==> src/sv/bcr_pkg.sv <==
package bcr_pkg;

    localparam int MAX_POINTS_DEF  = 8;
    localparam int MAX_ITER_DEF    = 128;
    localparam int T_FRAC_BITS_DEF = 24;
    localparam int RESULT_CAP      = 64;

    localparam logic [3:0]  POINT_COUNT_RST = 4'd4;
    localparam logic [30:0] GOAL_RST        = 31'd65536;
    localparam logic [30:0] TOL_RST         = 31'd6554;
    localparam logic [6:0]  LIMIT_RST       = 7'd64;

    typedef enum logic [1:0] {
        CFG_POINT_COUNT = 2'd0,
        CFG_GOAL        = 2'd1,
        CFG_TOLERANCE   = 2'd2,
        CFG_LIMIT       = 2'd3
    } t_cfg_idx;

    typedef enum logic {
        KIND_LOAD   = 1'b0,
        KIND_RASTER = 1'b1
    } t_kind;

    typedef enum logic [3:0] {
        S_IDLE, S_SQ_HI, S_SQ_LO, S_SQ_END, S_EGO, S_EWAIT,
        S_D0, S_D1, S_D2, S_D3, S_OUT, S_BST, S_BIT
    } t_state;

    typedef enum logic [2:0] {
        E_IDLE, E_LD0, E_LDA, E_MUL, E_UPD, E_RD
    } t_ev_state;

endpackage

==> src/sv/bcr_mul.sv <==
module bcr_mul import bcr_pkg::*; #(
    parameter int BW = 32
) (
    input  logic                i_clk,
    input  logic [31:0]         i_a,
    input  logic [BW-1:0]       i_b,
    output logic [31+BW:0]      o_p
);

    logic [31+BW:0] r_p;

    always_ff @(posedge i_clk) begin
        r_p <= (32+BW)'(i_a) * (32+BW)'(i_b);
    end

    assign o_p = r_p;

endmodule

==> config.mk <==
export PLATFORM = sky130hd
export DESIGN_NAME = bcr_mul
export DESIGN_NICKNAME = d
export VERILOG_FILES = /design/src/sv/bcr_pkg.sv /design/src/sv/bcr_mul.sv
export SDC_FILE = /design/constraint.sdc
export NUM_CORES = 2
export LEC_CHECK = 0
export CAP_MARGIN = 20
export CORE_MARGIN = 10
export CORE_UTILIZATION = 35
export DETAILED_ROUTE_END_ITERATION = 7
export DONT_BUFFER_PORTS = 1
export PLACE_DENSITY_LB_ADDON = 0.05
export SLEW_MARGIN = 40
export SYNTH_ARGS = -nofsm -noshare
export SYNTH_HDL_FRONTEND = slang
export SYNTH_SLANG_ARGS = --single-unit
==> constraint.sdc <==
create_clock -name i_clk -period 8.8 [get_ports i_clk]
set_input_delay 1.76 -clock i_clk [delete_from_list [all_inputs] [get_ports i_clk]]
set_output_delay 1.76 -clock i_clk [all_outputs]
set_load 0.02 [all_outputs]
==> out/qor.csv <==
metric;value;unit
IO Pins;129;
Crit Path Class;primary input to flip-flop;
largest net degree at the start of global routing;33;
Initial Util;35.23;%
detailed-route DRC error count;0;
CTS Hold Bufs;0;
sequential fraction of the synthesis area;3.695;%
DRT Pass-1 Iters;8;
first-pass GRT wire length;172.4;mm
dominant cell type by area after synthesis;fa_1;
Setup crit end kind;flip-flop;
CTS Buffer Depth;2;
Final Max Slew Viols;0;
non-filler cells, final;4869;
min cycle time layout;8.475;ns
max FFs per register;64;
placed cell areas;35700;um2
Fin Hold WS;1.562;ns
Core Region;98420;um2
initial antenna violation count;4;
Critical Path Start Type;primary input;
area share of the largest cell type after synthesis;51.73;%
CTS tree;yes;
Fmax;118.0;MHz
FILL cells;10200;
Hold Crit Class;primary input to flip-flop;
Mapped Cells;3748;
drt wl/cell;22.92;um
GRT overflow;0;
setup ws final;0.3252;ns
Die ar.;112100;um2
Mapped Area;34680;um2
Distinct cells, synth;57;
area grow syn2layout;3.807;%
row cnt;115;
Post-Syn Area per Cell;9.252;um2
Die H;334.8;um
Max Cap Violations;0;
# port buffers;0;
Yosys reg bits;64;
Syn. warnings;0;
DR vias;23940;
post-DP HPWL;88.97;mm
Reg clk slew, reported paths;0.05;ns
chip width;334.8;um
share of layout cells above drive strength 1;1.845;%
Synth Flop Type;dfxtp_1;
Antenna Violating Nets Remaining;0;
CTS root buf;clkbuf_16;
CTS resizes;0;
worst-path fanout max;32;
setup repair bufs after CTS;0;
Worst-Margin Slew;0.6618;ns
Routability Congestion;0.8392;
GRT Total Usage;20.40;%
CTS H-tree depth;3;
RSZ-0062 raised after global routing;no;
Synth area leaders;fa_1, and2_1, ha_1, inv_1, nand2_1;
final hold vios;0;
status;finished clean;
Placed Cells;4848;
critical path arrival;8.76;ns
cts bufs inserted;9;
most common cell after layout, fill and taps aside;fa_1;
Slew HR;55.56;%
hold path startpoint;i_b[0];
Final period util;96.30;%
Worst EP required;9.08;ns
vias in the first global route;28000;
final-stage net count;4796;
commonest cells after routing, fill and taps aside;fa_1, inv_1, and2_1, nand2_1, ha_1;
pre-CTS WS;-0.06342;ns
drt total wl;111.6;mm
final instance area;36000;um2
clock sinks;64;
Critical path origin;i_b[2];
synthesized net count;4972;
initial DRC count;1200;
Final Setup Violations;0;
Post-synth EDFFs;0;
DR vias/cell;4.916;
ys async rst share;0;%
==> layer usage <==
metal  global-route usage (%)  wire length, um  vias to the layer above
met1                    23.68            42890                    12870
met3                    2.215             3565                      138
met5                        0                0                        -
li1                         -                -                    10490
met2                    38.68            61000                      449
met4                    6.404             4156                        0
==> cell usage after synthesis, types with 20 or more instances <==
library cell  instances
xnor2_1              35
xor2_1               25
nand2_1             480
a21oi_1              63
inv_1               865
o21ai_0              21
nand4_1              23
a21o_1               40
clkbuf_1            213
nor2_1               20
and2_1              602
ha_1                263
fa_1                896
dfxtp_1              64
==> worst paths after layout <==
| kind | endpoint | slack (ns) | cells after the start |
|---|---|---|---|
| setup / recovery | o_p[63] | 0.33 | 24 |
| hold / removal | o_p[0] | 1.56 | 1 |
==> area by class of cell <==
| class | instances | area [um2] | share of cell area, % |
|---|---|---|---|
| Inverter | 865 | 3247 | 9.020 |
| Timing Repair Buffer | 33 | 247.7 | 0.6882 |
| Antenna cell | 5 | 12.51 | 0.03476 |
| Clock buffer | 10 | 239.0 | 0.6639 |
| Tap cell | 1287 | 1610 | 4.474 |
| Clock inverter | 6 | 43.79 | 0.1217 |
| Multi-Input combinational cell | 2599 | 29310 | 81.44 |
| Sequential cell | 64 | 1281 | 3.559 |
==> cells by family (layout without fill, tap and decap cells) <==
family / count (synthesis) / count (layout) / share of synthesized area (%)
AOI/OAI and AO/OA: 202 / 202 / 4.153
xor gates and xnor gates: 60 / 60 / 1.515
adders and majority gates: 1159 / 1159 / 61.22
buffers and inverters: 1085 / 914 / 11.77
DFF: 64 / 64 / 3.695
muxes: 1 / 1 / 0.02887
other: 0 / 5 / 0
and+or+nand+nor: 1177 / 1177 / 17.62
==> worst max-delay path: stages <==
cell and delay, ns:
and2_1 0.15, fa_1 0.53, inv_1 0.05, fa_1 0.49, fa_1 0.45, fa_1 0.54, inv_1 0.05, fa_1 0.50
inv_1 0.06, fa_1 0.52, inv_1 0.05, fa_1 0.52, fa_1 0.51, ha_1 0.34, nand4_1 0.11, a2111o_1 0.30
a21o_1 0.20, a21oi_2 0.22, a31oi_1 0.14, buf_4 0.17, o31ai_4 0.37, a21oi_2 0.19, a221oi_1 0.29, and4_1 0.22
==> per-stage QoR <==
stage	util [%]	setup TNS, ns
global placement	36.27	-0.03822
CTS	36.56	0
floorplan	-	0
global route	36.56	0
detailed placement	36.27	-0.1120
finish	36.57	0
Power is not shown: default switching activity piles up to over one toggle a cycle in this logic, so the estimate is an artifact.
