===== src/sv/bcr_pkg.sv =====
package bcr_pkg;

    localparam int MAX_POINTS_DEF  = 8;
    localparam int MAX_ITER_DEF    = 128;
    localparam int T_FRAC_BITS_DEF = 24;
    localparam int RESULT_CAP      = 64;

    localparam logic [3:0]  POINT_COUNT_RST = 4'd4;
    localparam logic [30:0] GOAL_RST        = 31'd65536;
    localparam logic [30:0] TOL_RST         = 31'd6554;
    localparam logic [6:0]  LIMIT_RST       = 7'd64;

    typedef enum logic [1:0] {
        CFG_POINT_COUNT = 2'd0,
        CFG_GOAL        = 2'd1,
        CFG_TOLERANCE   = 2'd2,
        CFG_LIMIT       = 2'd3
    } t_cfg_idx;

    typedef enum logic {
        KIND_LOAD   = 1'b0,
        KIND_RASTER = 1'b1
    } t_kind;

    typedef enum logic [3:0] {
        S_IDLE, S_SQ_HI, S_SQ_LO, S_SQ_END, S_EGO, S_EWAIT,
        S_D0, S_D1, S_D2, S_D3, S_OUT, S_BST, S_BIT
    } t_state;

    typedef enum logic [2:0] {
        E_IDLE, E_LD0, E_LDA, E_MUL, E_UPD, E_RD
    } t_ev_state;

endpackage


===== src/sv/bcr_eval.sv =====
module bcr_eval import bcr_pkg::*; #(
    parameter int MAX_POINTS  = MAX_POINTS_DEF,
    parameter int T_FRAC_BITS = T_FRAC_BITS_DEF,
    localparam int AW = (MAX_POINTS > 1) ? $clog2(MAX_POINTS) : 1,
    localparam int NW = $clog2(MAX_POINTS + 1),
    localparam int TW = T_FRAC_BITS + 1,
    localparam int BW = (TW > 32) ? TW : 32,
    localparam int PW = 32 + BW
) (
    input  logic          i_clk,
    input  logic          i_rst_n,
    input  logic          i_wr,
    input  logic [AW-1:0] i_wr_addr,
    input  logic [31:0]   i_wr_x,
    input  logic [31:0]   i_wr_y,
    input  logic          i_start,
    input  logic          i_axis,
    input  logic [TW-1:0] i_t,
    input  logic [NW-1:0] i_n,
    output logic [31:0]   o_mul_a,
    output logic [BW-1:0] o_mul_b,
    input  logic [PW-1:0] i_mul_p,
    output logic          o_done,
    output logic [31:0]   o_result
);

    localparam logic [PW-1:0] HALF = PW'(1) << (T_FRAC_BITS - 1);

    logic [31:0] mem_x [MAX_POINTS];
    logic [31:0] mem_y [MAX_POINTS];
    logic [31:0] mem_s [MAX_POINTS];

    t_ev_state   r_state, n_state;
    logic [AW-1:0] r_len, r_i, w_raddr, w_i1;
    logic        r_first, r_axis, r_neg, r_done;
    logic [TW-1:0] r_t;
    logic [31:0] r_a, r_b, r_result, r_rdx, r_rdy, r_rds, w_src;
    logic [32:0] w_d, w_m, w_new;
    logic [PW-1:0] w_rnd;
    logic [31:0] w_r;

    assign w_i1  = r_i + AW'(1);
    assign w_src = r_first ? (r_axis ? r_rdy : r_rdx) : r_rds;
    assign w_d   = {r_a[31], r_a} - {w_src[31], w_src};
    assign w_m   = w_d[32] ? -w_d : w_d;
    assign w_rnd = (i_mul_p + HALF) >> T_FRAC_BITS;
    assign w_r   = w_rnd[31:0];
    assign w_new = r_neg ? ({r_a[31], r_a} + {1'b0, w_r}) : ({r_a[31], r_a} - {1'b0, w_r});

    assign o_mul_a  = w_m[31:0];
    assign o_mul_b  = BW'(r_t);
    assign o_done   = r_done;
    assign o_result = r_result;

    always_comb begin
        n_state = r_state;
        unique case (r_state)
            E_IDLE: if (i_start) n_state = E_LD0;
            E_LD0:  n_state = E_LDA;
            E_LDA:  n_state = E_MUL;
            E_MUL:  n_state = E_UPD;
            E_UPD: begin
                if (w_i1 == r_len) begin
                    n_state = (r_len == AW'(1)) ? E_IDLE : E_LD0;
                end else begin
                    n_state = E_RD;
                end
            end
            E_RD:   n_state = E_MUL;
            default: n_state = E_IDLE;
        endcase
    end

    always_comb begin
        unique case (r_state)
            E_LDA:   w_raddr = AW'(1);
            E_RD:    w_raddr = w_i1;
            default: w_raddr = '0;
        endcase
    end

    always_ff @(posedge i_clk) begin
        if (i_wr) begin
            mem_x[i_wr_addr] <= i_wr_x;
            mem_y[i_wr_addr] <= i_wr_y;
        end
        r_rdx <= mem_x[w_raddr];
        r_rdy <= mem_y[w_raddr];
    end

    always_ff @(posedge i_clk) begin
        if (r_state == E_UPD) begin
            mem_s[r_i] <= w_new[31:0];
        end
        r_rds <= mem_s[w_raddr];
    end

    always_ff @(posedge i_clk) begin
        if (!i_rst_n) begin
            r_state <= E_IDLE;
            r_done  <= 1'b0;
        end else begin
            r_state <= n_state;
            r_done  <= (r_state == E_UPD) && (w_i1 == r_len) && (r_len == AW'(1));
        end
        case (r_state)
            E_IDLE: begin
                r_len   <= AW'(i_n - NW'(1));
                r_first <= 1'b1;
                r_axis  <= i_axis;
                r_t     <= i_t;
            end
            E_LDA: begin
                r_a <= w_src;
                r_i <= '0;
            end
            E_MUL: begin
                r_b   <= w_src;
                r_neg <= w_d[32];
            end
            E_UPD: begin
                r_a <= r_b;
                if (w_i1 == r_len) begin
                    r_result <= w_new[31:0];
                    r_len    <= r_len - AW'(1);
                    r_first  <= 1'b0;
                end else begin
                    r_i <= w_i1;
                end
            end
            default: ;
        endcase
    end

endmodule


===== config.mk =====
export PLATFORM = sky130hd
export DESIGN_NAME = bcr_eval
export DESIGN_NICKNAME = d
export VERILOG_FILES = /design/src/sv/bcr_pkg.sv /design/src/sv/bcr_eval.sv
export SDC_FILE = /design/constraint.sdc
export NUM_CORES = 1
export LEC_CHECK = 0
export BUFFER_PORTS_ARGS = -buffer_cell sky130_fd_sc_hd__buf_2
export CAP_MARGIN = 15
export CORE_MARGIN = 2
export CORE_UTILIZATION = 40
export CTS_BUF_LIST = sky130_fd_sc_hd__clkbuf_16
export DETAILED_ROUTE_END_ITERATION = 7
export GPL_ROUTABILITY_DRIVEN = 0
export PLACE_DENSITY = 0.68
export RECOVER_POWER = 50
export SKIP_CTS_REPAIR_TIMING = 1
export SYNTH_ARGS = -nofsm -noshare
export SYNTH_HDL_FRONTEND = slang
export SYNTH_SLANG_ARGS = --single-unit

===== constraint.sdc =====
create_clock -name i_clk -period 4.8 [get_ports i_clk]
set_input_delay 0 -clock i_clk [delete_from_list [all_inputs] [get_ports i_clk]]
set_output_delay 0 -clock i_clk [all_outputs]
set_load 0.01 [all_outputs]

==> results of run 1 <==
==> Yosys cell counts (all sizes together), types with 4 or more instances <==
| cell | instances |
|---|---|
| dfxtp | 100 |
| o21bai | 8 |
| o2111ai | 4 |
| o21ai | 99 |
| a211oi | 6 |
| nand2b | 16 |
| nor4b | 5 |
| o211ai | 10 |
| mux2 | 97 |
| a21boi | 5 |
| inv | 58 |
| a21o | 36 |
| a31o | 4 |
| mux2i | 35 |
| a21oi | 75 |
| ha | 73 |
| nor4 | 7 |
| nor2b | 15 |
| nand4 | 13 |
| o31ai | 14 |
| and3 | 16 |
| mux4 | 192 |
| a31oi | 19 |
| and4 | 8 |
| or3 | 9 |
| xnor2 | 106 |
| nand3 | 45 |
| xor2 | 47 |
| o21a | 14 |
| and2 | 16 |
| nor3 | 30 |
| clkbuf | 70 |
| or2 | 8 |
| nand2 | 123 |
| nor2 | 100 |
| buf | 38 |
| edfxtp | 898 |
| nor3b | 7 |
==> flip-flops by register name, indices dropped and copies added, names as in the netlist, 25 cells and up <==
register and cells:
mem_s 256, mem_x 256, mem_y 256, o_result 32, r_a 32, r_b 32, r_rds 32, r_rdx 32
r_rdy 32, r_t 25
==> worst max-delay path, stage by stage (launching register included) <==
cell and delay (ps):
edfxtp_1 380, buf_6 120, buf_12 150, mux2i_4 310, nand2_1 170, o21ai_2 160, ha_1 330, a21o_1 240
a31o_1 250, or2_4 270, nor4b_4 290, buf_6 170, nor3_4 40, a2111oi_2 370, buf_4 190, and4bb_1 250
nand4_1 150, nor3_2 60, a211oi_2 250, xor2_1 200, buf_4 160, buf_6 100
==> layer usage <==
metal	vias to the layer above	part of all wire	GRT usage	routed length, µm
met5	-	0.00085	0	86
met4	16	0.028	0.0580	2860
met3	173	0.068	0.0345	6910
met2	862	0.50	0.311	50500
met1	12200	0.41	0.244	41300
li1	10800	-	-	-
==> cell type report <==
| cell class | instances | area, µm² |
|---|---|---|
| repair buffers | 527 | 3600 |
| inverters | 59 | 221 |
| flip-flops and latches | 998 | 29000 |
| multi-input cells | 1311 | 13100 |
| diodes | 2 | 5.00 |
| clock inverters | 84 | 785 |
| clock buffers | 99 | 2480 |
| fillers | 8523 | 53000 |
| well taps | 1380 | 1730 |
==> how the worst max path moves through the flow <==
stage                     startpoint                     end  cells past startpoint
floorplan                i_mul_p[27]  mem_s[0][29]$_DFFE_PP_                     21
global placement         i_mul_p[24]  mem_s[4][29]$_DFFE_PP_                     22
detailed placement       i_mul_p[24]  mem_s[0][29]$_DFFE_PP_                     22
CTS                 r_axis$_DFFE_PP_             o_mul_a[31]                     18
global route        r_axis$_DFFE_PP_             o_mul_a[31]                     23
finish              r_axis$_DFFE_PP_             o_mul_a[31]                     21
==> where the power goes <==
part | internal (mW) | leakage (nW) | switching (mW)
logic | 1.58 | 6.72 | 2.12
registers | 10.0 | 9.00 | 0.135
clock network | 4.43 | 1.67 | 3.27
total | 16.0 | 17.4 | 5.52
==> cell usage in the layout (no fill, tap or decap), types with 9 or more instances in the layout <==
| cell | netlist | routed |
|---|---|---|
| nor2_1 | 100 | 94 |
| dlygate4sd3_1 | 0 | 96 |
| nand3_1 | 45 | 44 |
| edfxtp_1 | 898 | 898 |
| inv_1 | 58 | 75 |
| o21a_1 | 14 | 13 |
| nor2b_1 | 15 | 12 |
| and3_1 | 16 | 16 |
| buf_2 | 7 | 97 |
| o31ai_1 | 11 | 9 |
| nand2b_1 | 16 | 16 |
| bufinv_16 | 0 | 12 |
| xnor2_1 | 106 | 103 |
| mux2i_1 | 35 | 20 |
| and2_1 | 16 | 14 |
| ha_1 | 73 | 57 |
| a21oi_1 | 73 | 63 |
| clkbuf_16 | 0 | 100 |
| clkinv_1 | 1 | 17 |
| ha_2 | 0 | 9 |
| buf_4 | 7 | 187 |
| mux4_2 | 192 | 192 |
| nor3_1 | 27 | 20 |
| a31oi_1 | 18 | 16 |
| clkbuf_1 | 70 | 131 |
| o211ai_1 | 10 | 10 |
| o21ai_0 | 97 | 72 |
| a21oi_2 | 2 | 10 |
| a21o_1 | 36 | 35 |
| dfxtp_1 | 100 | 100 |
| mux2_2 | 97 | 97 |
| o21ai_2 | 1 | 18 |
| nand4_1 | 13 | 13 |
| clkinv_2 | 0 | 24 |
| nand2_1 | 123 | 121 |
| or3_1 | 9 | 9 |
| xor2_1 | 47 | 47 |
==> logic make-up (layout without fill, tap and decap cells) <==
family                     Yosys count  count (layout)  synth area share
DFF                                998             998             0.691
and+or+nand+nor                    429             429            0.0512
muxes                              324             324             0.138
AOI/OAI and AO/OA                  323             323            0.0492
buffers and inverters              167             769            0.0161
xor gates and xnor gates           153             153            0.0320
adders and majority gates           75              75            0.0227
other                                1               9         0.0000895
==> results.yml, run 1 <==
run_status:
  run_status: "finished, violations left"
  violations: "capacitance limit, slew limit, setup timing"
synth:
  yosysWarnings: 0
  synth_cell_type_count: 81
  netlist_area_mm2: 0.0419
  ys_seq_area_frac: 0.691
  synth_top_area_frac: 0.643
  synthArstFlopShare: 0
  ys.flop_type: "edfxtp_1"
  avgSynthCellArea_um2: 17.0
  syn_inst: 2470
  ys_seq_elements: 998
  synth-edff-count: 898
  synth_area_leaders: "edfxtp_1 64%, mux4_2 10%, dfxtp_1 4.8%, mux2_2 2.6%, xnor2_1 2.2%"
  yosys.area.top_type: "edfxtp_1"
place:
  preCtsSetupSlack_ps: -309
  dp_cells: 4155
  dp_hpwl_um: 65200
  io_buffers: 222
  dpl_cell_area_mm2: 0.0460
global_routing:
  grt_pass1_wl_um: 150000
  grt_use_total: 0.185
  antenna_found_initial: 13
  grt_max_degree: 101
  grt_pass1_vias: 24000
  grt.overflow.total: 0
pwr:
  p_leak_nw: 17.4
  total_power_mw: 21.6
  power-per-cell-area_mw_per_mm2: 424
  peakVddDrop_v: 0.000270
floorplan:
  die_w_um: 328
  core_mm2: 0.104
  std_cell_rows: 118
  die_area_mm2: 0.107
  die_h_um: 328
  floorplan.initialDensity: 0.404
  io_pins: 262
drt:
  postRouteAntennaNets: 0
  totalWireLength_um: 102000
  drt_iter0_drc: 2279
  avgRoutedWirePerCell_um: 22.8
  num_vias: 24000
  first_pass_iters: 6
  drc: 0
  via_per_inst: 5.39
clock_network:
  cts_buffers: 98
  clk_pin_slew_ps: 60
  clkSinkCount: 998
  clock-root-buffer: "clkbuf_16"
  ctsHtreeMaxLevel: 3
  clockBufferDepth: 3
  tritoncts: "built"
  clk_latency_ps: 670
hold_path:
  hold_end: "r_t[6]$_DFFE_PP_"
  min_path_type: "in2reg"
  hold_path_depth: 2
  worstHoldStart: "i_t[6]"
cells_and_area:
  fin_util: 0.490
  nets: 3235
  drive_gt1_frac: 0.283
  syn_to_final_growth_pct: 21.3
  layout.cells.non_filler: 4460
  stdcell_area_mm2: 0.0508
setup_path:
  cp.required_ps: 4800
  r2r_setup_slack_ps: 530
  critPathCaptureType: "output port"
  critPathMaxFanout: 7
  crit_arrival_ps: 5280
  r2r-end: "mem_s[7][28]$_DFFE_PP_"
  cp-start-kind: "register"
  reg2reg_depth: 15
  r2r-start: "r_neg$_DFFE_PP_"
  critPathKind: "reg2out"
sta:
  relSlewSlack: -1.14
  slew_violations: 241
  fin_skew_ps: 46.1
  fin_setup_tns_ps: -5380
  finalWorstSetupSlack_ps: -477
  whs_ps: 79.5
  period_share: 1.10
  setup_violations: 31
  min_period_ps: 5280
  hold_viol_final: 0
  rsz0062_at_grt: "yes"
  max_freq_mhz: 189
  tightestPinTransition_ps: 3190
run:
  cap_violations: 9
Note: power is estimated with default switching activity, not from simulation.
==> inputs of run 2 (changes only) <==
- CORE_ASPECT_RATIO: unset -> 0.9
- CORE_MARGIN: 2 -> unset
==> run 2 against run 1 <==
The run ends with hold timing, capacitance limit, slew limit, setup timing left. Design area up 1.3%. Utilization up 0.68 points. Critical path depth down 2. Die area down 1.2%. Setup slack better by 250 ps. Clock skew down 10 ps. Wire length up 0.81%. Sequential power about the same. Worst hold slack worse by 86 ps. Via count up 0.63%. Sequential share of layout area down 0.73 points. Fmax up 4.9%. Largest power group unchanged.
==> results.yml, run 2 (synthesis results as in run 1) <==
run_status:
  run_status: "finished, violations left"
  violations: "hold timing, capacitance limit, slew limit, setup timing"
place:
  dp_hpwl_um: 65500
  dp_cells: 4213
  io_buffers: 222
clock_network:
  clock-root-buffer: "clkbuf_16"
  clk_pin_slew_ps: 60
  ctsHtreeMaxLevel: 3
  clk_latency_ps: 680
  clkSinkCount: 998
  tritoncts: "built"
  cts_buffers: 100
  clockBufferDepth: 3
cells_and_area:
  syn_to_final_growth_pct: 22.8
  fin_util: 0.497
  drive_gt1_frac: 0.302
  reg_top3: "mem_s: 256 flops, mem_x: 256 flops, mem_y: 256 flops"
  nets: 3306
  layout.cells.non_filler: 4521
  final_common_cell: "edfxtp_1"
  final_cell_mix: "898 x edfxtp_1, 251 x buf_4, 192 x mux4_2, 135 x clkbuf_1, 111 x nand2_1"
sta:
  fin_skew_ps: 35.8
  slew_violations: 326
  finalWorstSetupSlack_ps: -229
  relSlewSlack: -0.948
  min_period_ps: 5030
  hold_viol_final: 3
  max_freq_mhz: 199
  setup_violations: 21
  rsz0062_at_grt: "yes"
  whs_ps: -6.35
  tightestPinTransition_ps: 2920
  period_share: 1.05
  fin_setup_tns_ps: -1620
drt:
  num_vias: 24200
  drc: 0
  top_layer: "met5"
  drt_iter0_drc: 1944
  postRouteAntennaNets: 0
  via_per_inst: 5.35
  met1Wirelength_um: 42100
  avgRoutedWirePerCell_um: 22.7
  wl_met2_um: 50800
  wl_met3_um: 6310
  totalWireLength_um: 102000
  first_pass_iters: 5
global_routing:
  grt_pass1_wl_um: 151000
  grt_max_degree: 129
  grt_use_total: 0.191
  antenna_found_initial: 5
  grt_pass1_vias: 24400
  grt.overflow.total: 0
floorplan:
  die_w_um: 343
  io_pins: 262
  die_area_mm2: 0.106
  std_cell_rows: 112
  core_mm2: 0.104
  die_h_um: 309
  floorplan.initialDensity: 0.404
setup_path:
  critPathKind: "reg2out"
  path_buf_inv: 4
  crit_arrival_ps: 5030
  max_stage_delay_ps: 480
  cp_top_family: "compound AO/OA/AOI/OAI gates"
  crit_path_top_delay_cell: "edfxtp_1"
  cp-start-kind: "register"
  critPathCaptureType: "output port"
  critPathMaxFanout: 4
  cp_cell_sequence: "buf_6, buf_8, mux2i_4, a21oi_4, ha_4, fa_2, nor2b_4, o31ai_4, a21oi_2, buf_4, or2_4, xor2_2, o41a_1, and3b_1, nand4_1, o31a_1, a211oi_2, xor2_1, buf_2"
  cp.required_ps: 4800
pwr:
  peakVddDrop_v: 0.000403
  power-per-cell-area_mw_per_mm2: 424
  p_leak_nw: 17.8
hold_path:
  min_path_type: "in2reg"
run:
  cap_violations: 11
run 2: cell types whose count changed in the layout (fill, tap and decap cells not counted), moves of 5 or more:
cell      previous run  this run
ha_2                 9         4
clkinv_2            24        13
buf_6                8         3
buf_4              187       251
nand2_1            121       111
nand2_2              1        10
a21oi_1             63        57
nor2_1              94        87
clkinv_1            17        25
run 2: area by class of cell:
class | instances | area (µm²)
Clock inverter | 86 | 822
Multi-Input combinational cell | 1311 | 13100
Antenna cell | 2 | 5.00
Clock buffer | 101 | 2530
Tap cell | 1368 | 1710
Sequential cell | 998 | 29000
Inverter | 59 | 224
Timing Repair Buffer | 596 | 4090
Fill cell | 8584 | 52200
run 2: power by group:
group          switching, mW  internal (mW)  total, mW
sequential             0.137           10.0       10.2
clock                   3.31           4.51       7.82
combinational           2.15           1.71       3.86
run 2: worst paths after layout:
kind | start | end | slack (ps) | cells after the start
setup reg to reg | r_neg$_DFFE_PP_ | mem_s[6][29]$_DFFE_PP_ | 500 | 15
hold reg to reg | r_b[0]$_DFFE_PP_ | r_a[0]$_DFFE_PP_ | 520 | 2
hold / removal | i_wr_addr[2] | mem_x[6][31]$_DFFE_PP_ | -6 | 3
setup / recovery | r_axis$_DFFE_PP_ | o_mul_a[31] | -230 | 19
run 2: tightest hold or removal path, stage by stage:
cell,delay [ps]
buf_2,110
nand2_1,200
nor2_1,170
run 2: metal layers:
metal / track usage / vias to the layer above
li1: - / 10900
met1: 0.244 / 12400
met2: 0.326 / 771
met3: 0.0360 / 152
met4: 0.0642 / 10
met5: 0 / -
run 2: stage by stage:
stage	setup slack [ps]	total power, mW	cell area [µm²]
floorplan	5.48	12.3	42000
global placement	-283	13.8	46500
detailed placement	-364	13.9	46500
CTS	-826	21.6	49900
global route	-379	22.6	51500
finish	-229	21.9	51500
==> inputs of run 3 (changes only) <==
- CORE_UTILIZATION: 40 -> 55
- PLACE_DENSITY: 0.68 -> 0.85
==> run 3 against run 2 <==
Die area fell by 27%. Design area fell by 0.69%. Critical path type unchanged. Wire length rose by 4.8%. Count of clock-buffer cells in the layout fell by 2. Largest cell class unchanged. Register-to-register slack got worse by 90 ps. The flow finishes with violations (capacitance limit, slew limit, setup timing). Via count rose by 3.8%. Combinational power rose by 7.0%. First-iteration DRC count rose by 49%. Worst hold slack improved by 39 ps. Cell count fell by 9.2%.
==> results.yml, run 3 (synthesis results as in run 1) <==
run_status:
  run_status: "finished, violations left"
  violations: "capacitance limit, slew limit, setup timing"
setup_path:
  crit_arrival_ps: 5200
  cp-start-kind: "register"
  r2r_setup_slack_ps: 410
  path_buf_inv: 5
  cp_cell_sequence: "buf_12, buf_12, buf_8, mux2i_4, nand2_4, o21ai_4, ha_4, a21o_1, a31o_4, or2_4, nor4b_4, nor3b_2, or4_1, and3_1, nand4_1, nor3_1, a211oi_2, xor2_1, buf_4, buf_6"
  critPathMaxFanout: 6
  cp-startpoint: "r_axis$_DFFE_PP_"
  crit_top_cell: "buf_12"
  r2r-start: "r_neg$_DFFE_PP_"
  crit_path_top_delay_cell: "or4_1"
  cp.required_ps: 4800
  critPathKind: "reg2out"
  critPathCaptureType: "output port"
  max_stage_delay_ps: 520
  cp_top_family: "simple AND/OR/NAND/NOR gates"
floorplan:
  io_pins: 262
  die_w_um: 293
  floorplan.initialDensity: 0.559
  die_h_um: 264
  core_mm2: 0.0750
  die_area_mm2: 0.0773
  std_cell_rows: 95
sta:
  setup_violations: 31
  max_freq_mhz: 192
  finalWorstSetupSlack_ps: -403
  rsz0062_at_grt: "yes"
  slew_violations: 136
  tightestPinTransition_ps: 2480
  min_period_ps: 5200
  relSlewSlack: -0.655
  period_share: 1.08
  hold_viol_final: 0
  fin_skew_ps: 43.1
place:
  dp_cells: 3781
  io_buffers: 222
  dpl_cell_area_mm2: 0.0455
  dp_hpwl_um: 62900
global_routing:
  grt_pass1_wl_um: 150000
  antenna_found_initial: 3
  grt_max_degree: 71
  grt.overflow.total: 0
  grt_use_total: 0.261
  grt_pass1_vias: 24600
clock_network:
  ctsHtreeMaxLevel: 3
  tritoncts: "built"
  clk_pin_slew_ps: 60
  clockBufferDepth: 3
  cts_buffers: 97
  clkSinkCount: 998
  clk_latency_ps: 680
  clock-root-buffer: "clkbuf_16"
pwr:
  share_comb_of_total_power: 0.189
  p_clk_frac: 0.345
  switching_share: 0.268
  power-per-cell-area_mw_per_mm2: 428
  seqPwrFrac: 0.466
  p_switching_mw: 5.87
  p_leak_nw: 17.6
  intPower_mw: 16.0
  peakVddDrop_v: 0.000424
cells_and_area:
  stdcell_area_mm2: 0.0511
  layout.cells.non_filler: 4104
  nets: 3241
  drive_gt1_frac: 0.305
  final_common_cell: "edfxtp_1"
  syn_to_final_growth_pct: 22.0
  final_cell_mix: "898 x edfxtp_1, 192 x mux4_2, 175 x buf_4, 129 x clkbuf_1, 112 x nand2_1"
  reg_top3: "mem_s: 256 flops, mem_x: 256 flops, mem_y: 256 flops"
drt:
  via_per_inst: 6.12
  postRouteAntennaNets: 0
  drc: 0
  num_vias: 25100
  drt_iter0_drc: 2903
  avgRoutedWirePerCell_um: 26.2
  totalWireLength_um: 107000
  first_pass_iters: 7
hold_path:
  worstHoldStart: "i_t[11]"
  min_path_type: "in2reg"
run:
  cap_violations: 5
run 3: final cells by class:
class	count	area (µm²)
antenna	2	5.00
multi-input combinational	1311	13700
timing repair buffer	534	3840
clock inverter	83	681
clock buffer	99	2480
inverter	59	224
fill	4527	23900
sequential	998	29000
tap	1018	1270
run 3: final timing paths:
kind         depth (start not counted)                     end
max                                 20             o_mul_a[31]
min                                  2       r_t[11]$_DFFE_PP_
max reg2reg                         14  mem_s[5][29]$_DFFE_PP_
min reg2reg                          2        r_a[0]$_DFFE_PP_
run 3: power by group through the flow:
stage	Combinational (mW)	Sequential (mW)	Clock (mW)
floorplan	2.03	10.3	0
global placement	3.24	10.3	0
detailed placement	3.35	10.3	0
CTS	3.40	10.2	7.58
global route	4.37	10.2	7.93
finish	4.13	10.2	7.55
run 3: per-layer routing:
metal | part of all wire | global-route usage
met5 | 0.00022 | 0
met4 | 0.043 | 0.119
met3 | 0.089 | 0.0498
met2 | 0.50 | 0.437
met1 | 0.37 | 0.332
run 3: worst reg2reg max path, delay by kind of cell, from the launching register on:
kind                       cells  cell delay, ps
DFF                            1             630
AOI/OAI and AO/OA              8            2040
adders and majority gates      1             330
and+or+nand+nor                4             960
xor gates and xnor gates       1             220
run 3: metrics by stage:
step | setup TNS, ps | hold slack [ps] | power (mW) | utilization | setup slack [ps]
5_1_grt | -15270 | 26.4 | 22.5 | 0.682 | -641
4_1_cts | -19270 | -535 | 21.1 | 0.649 | -851
3_3_place_gp | -3440 | 177 | 13.5 | 0.606 | -216
2_1_floorplan | 0 | 98.9 | 12.3 | - | 5.48
3_5_place_dp | -9860 | 179 | 13.7 | 0.606 | -302
6_report | -9290 | 32.6 | 21.9 | 0.682 | -403
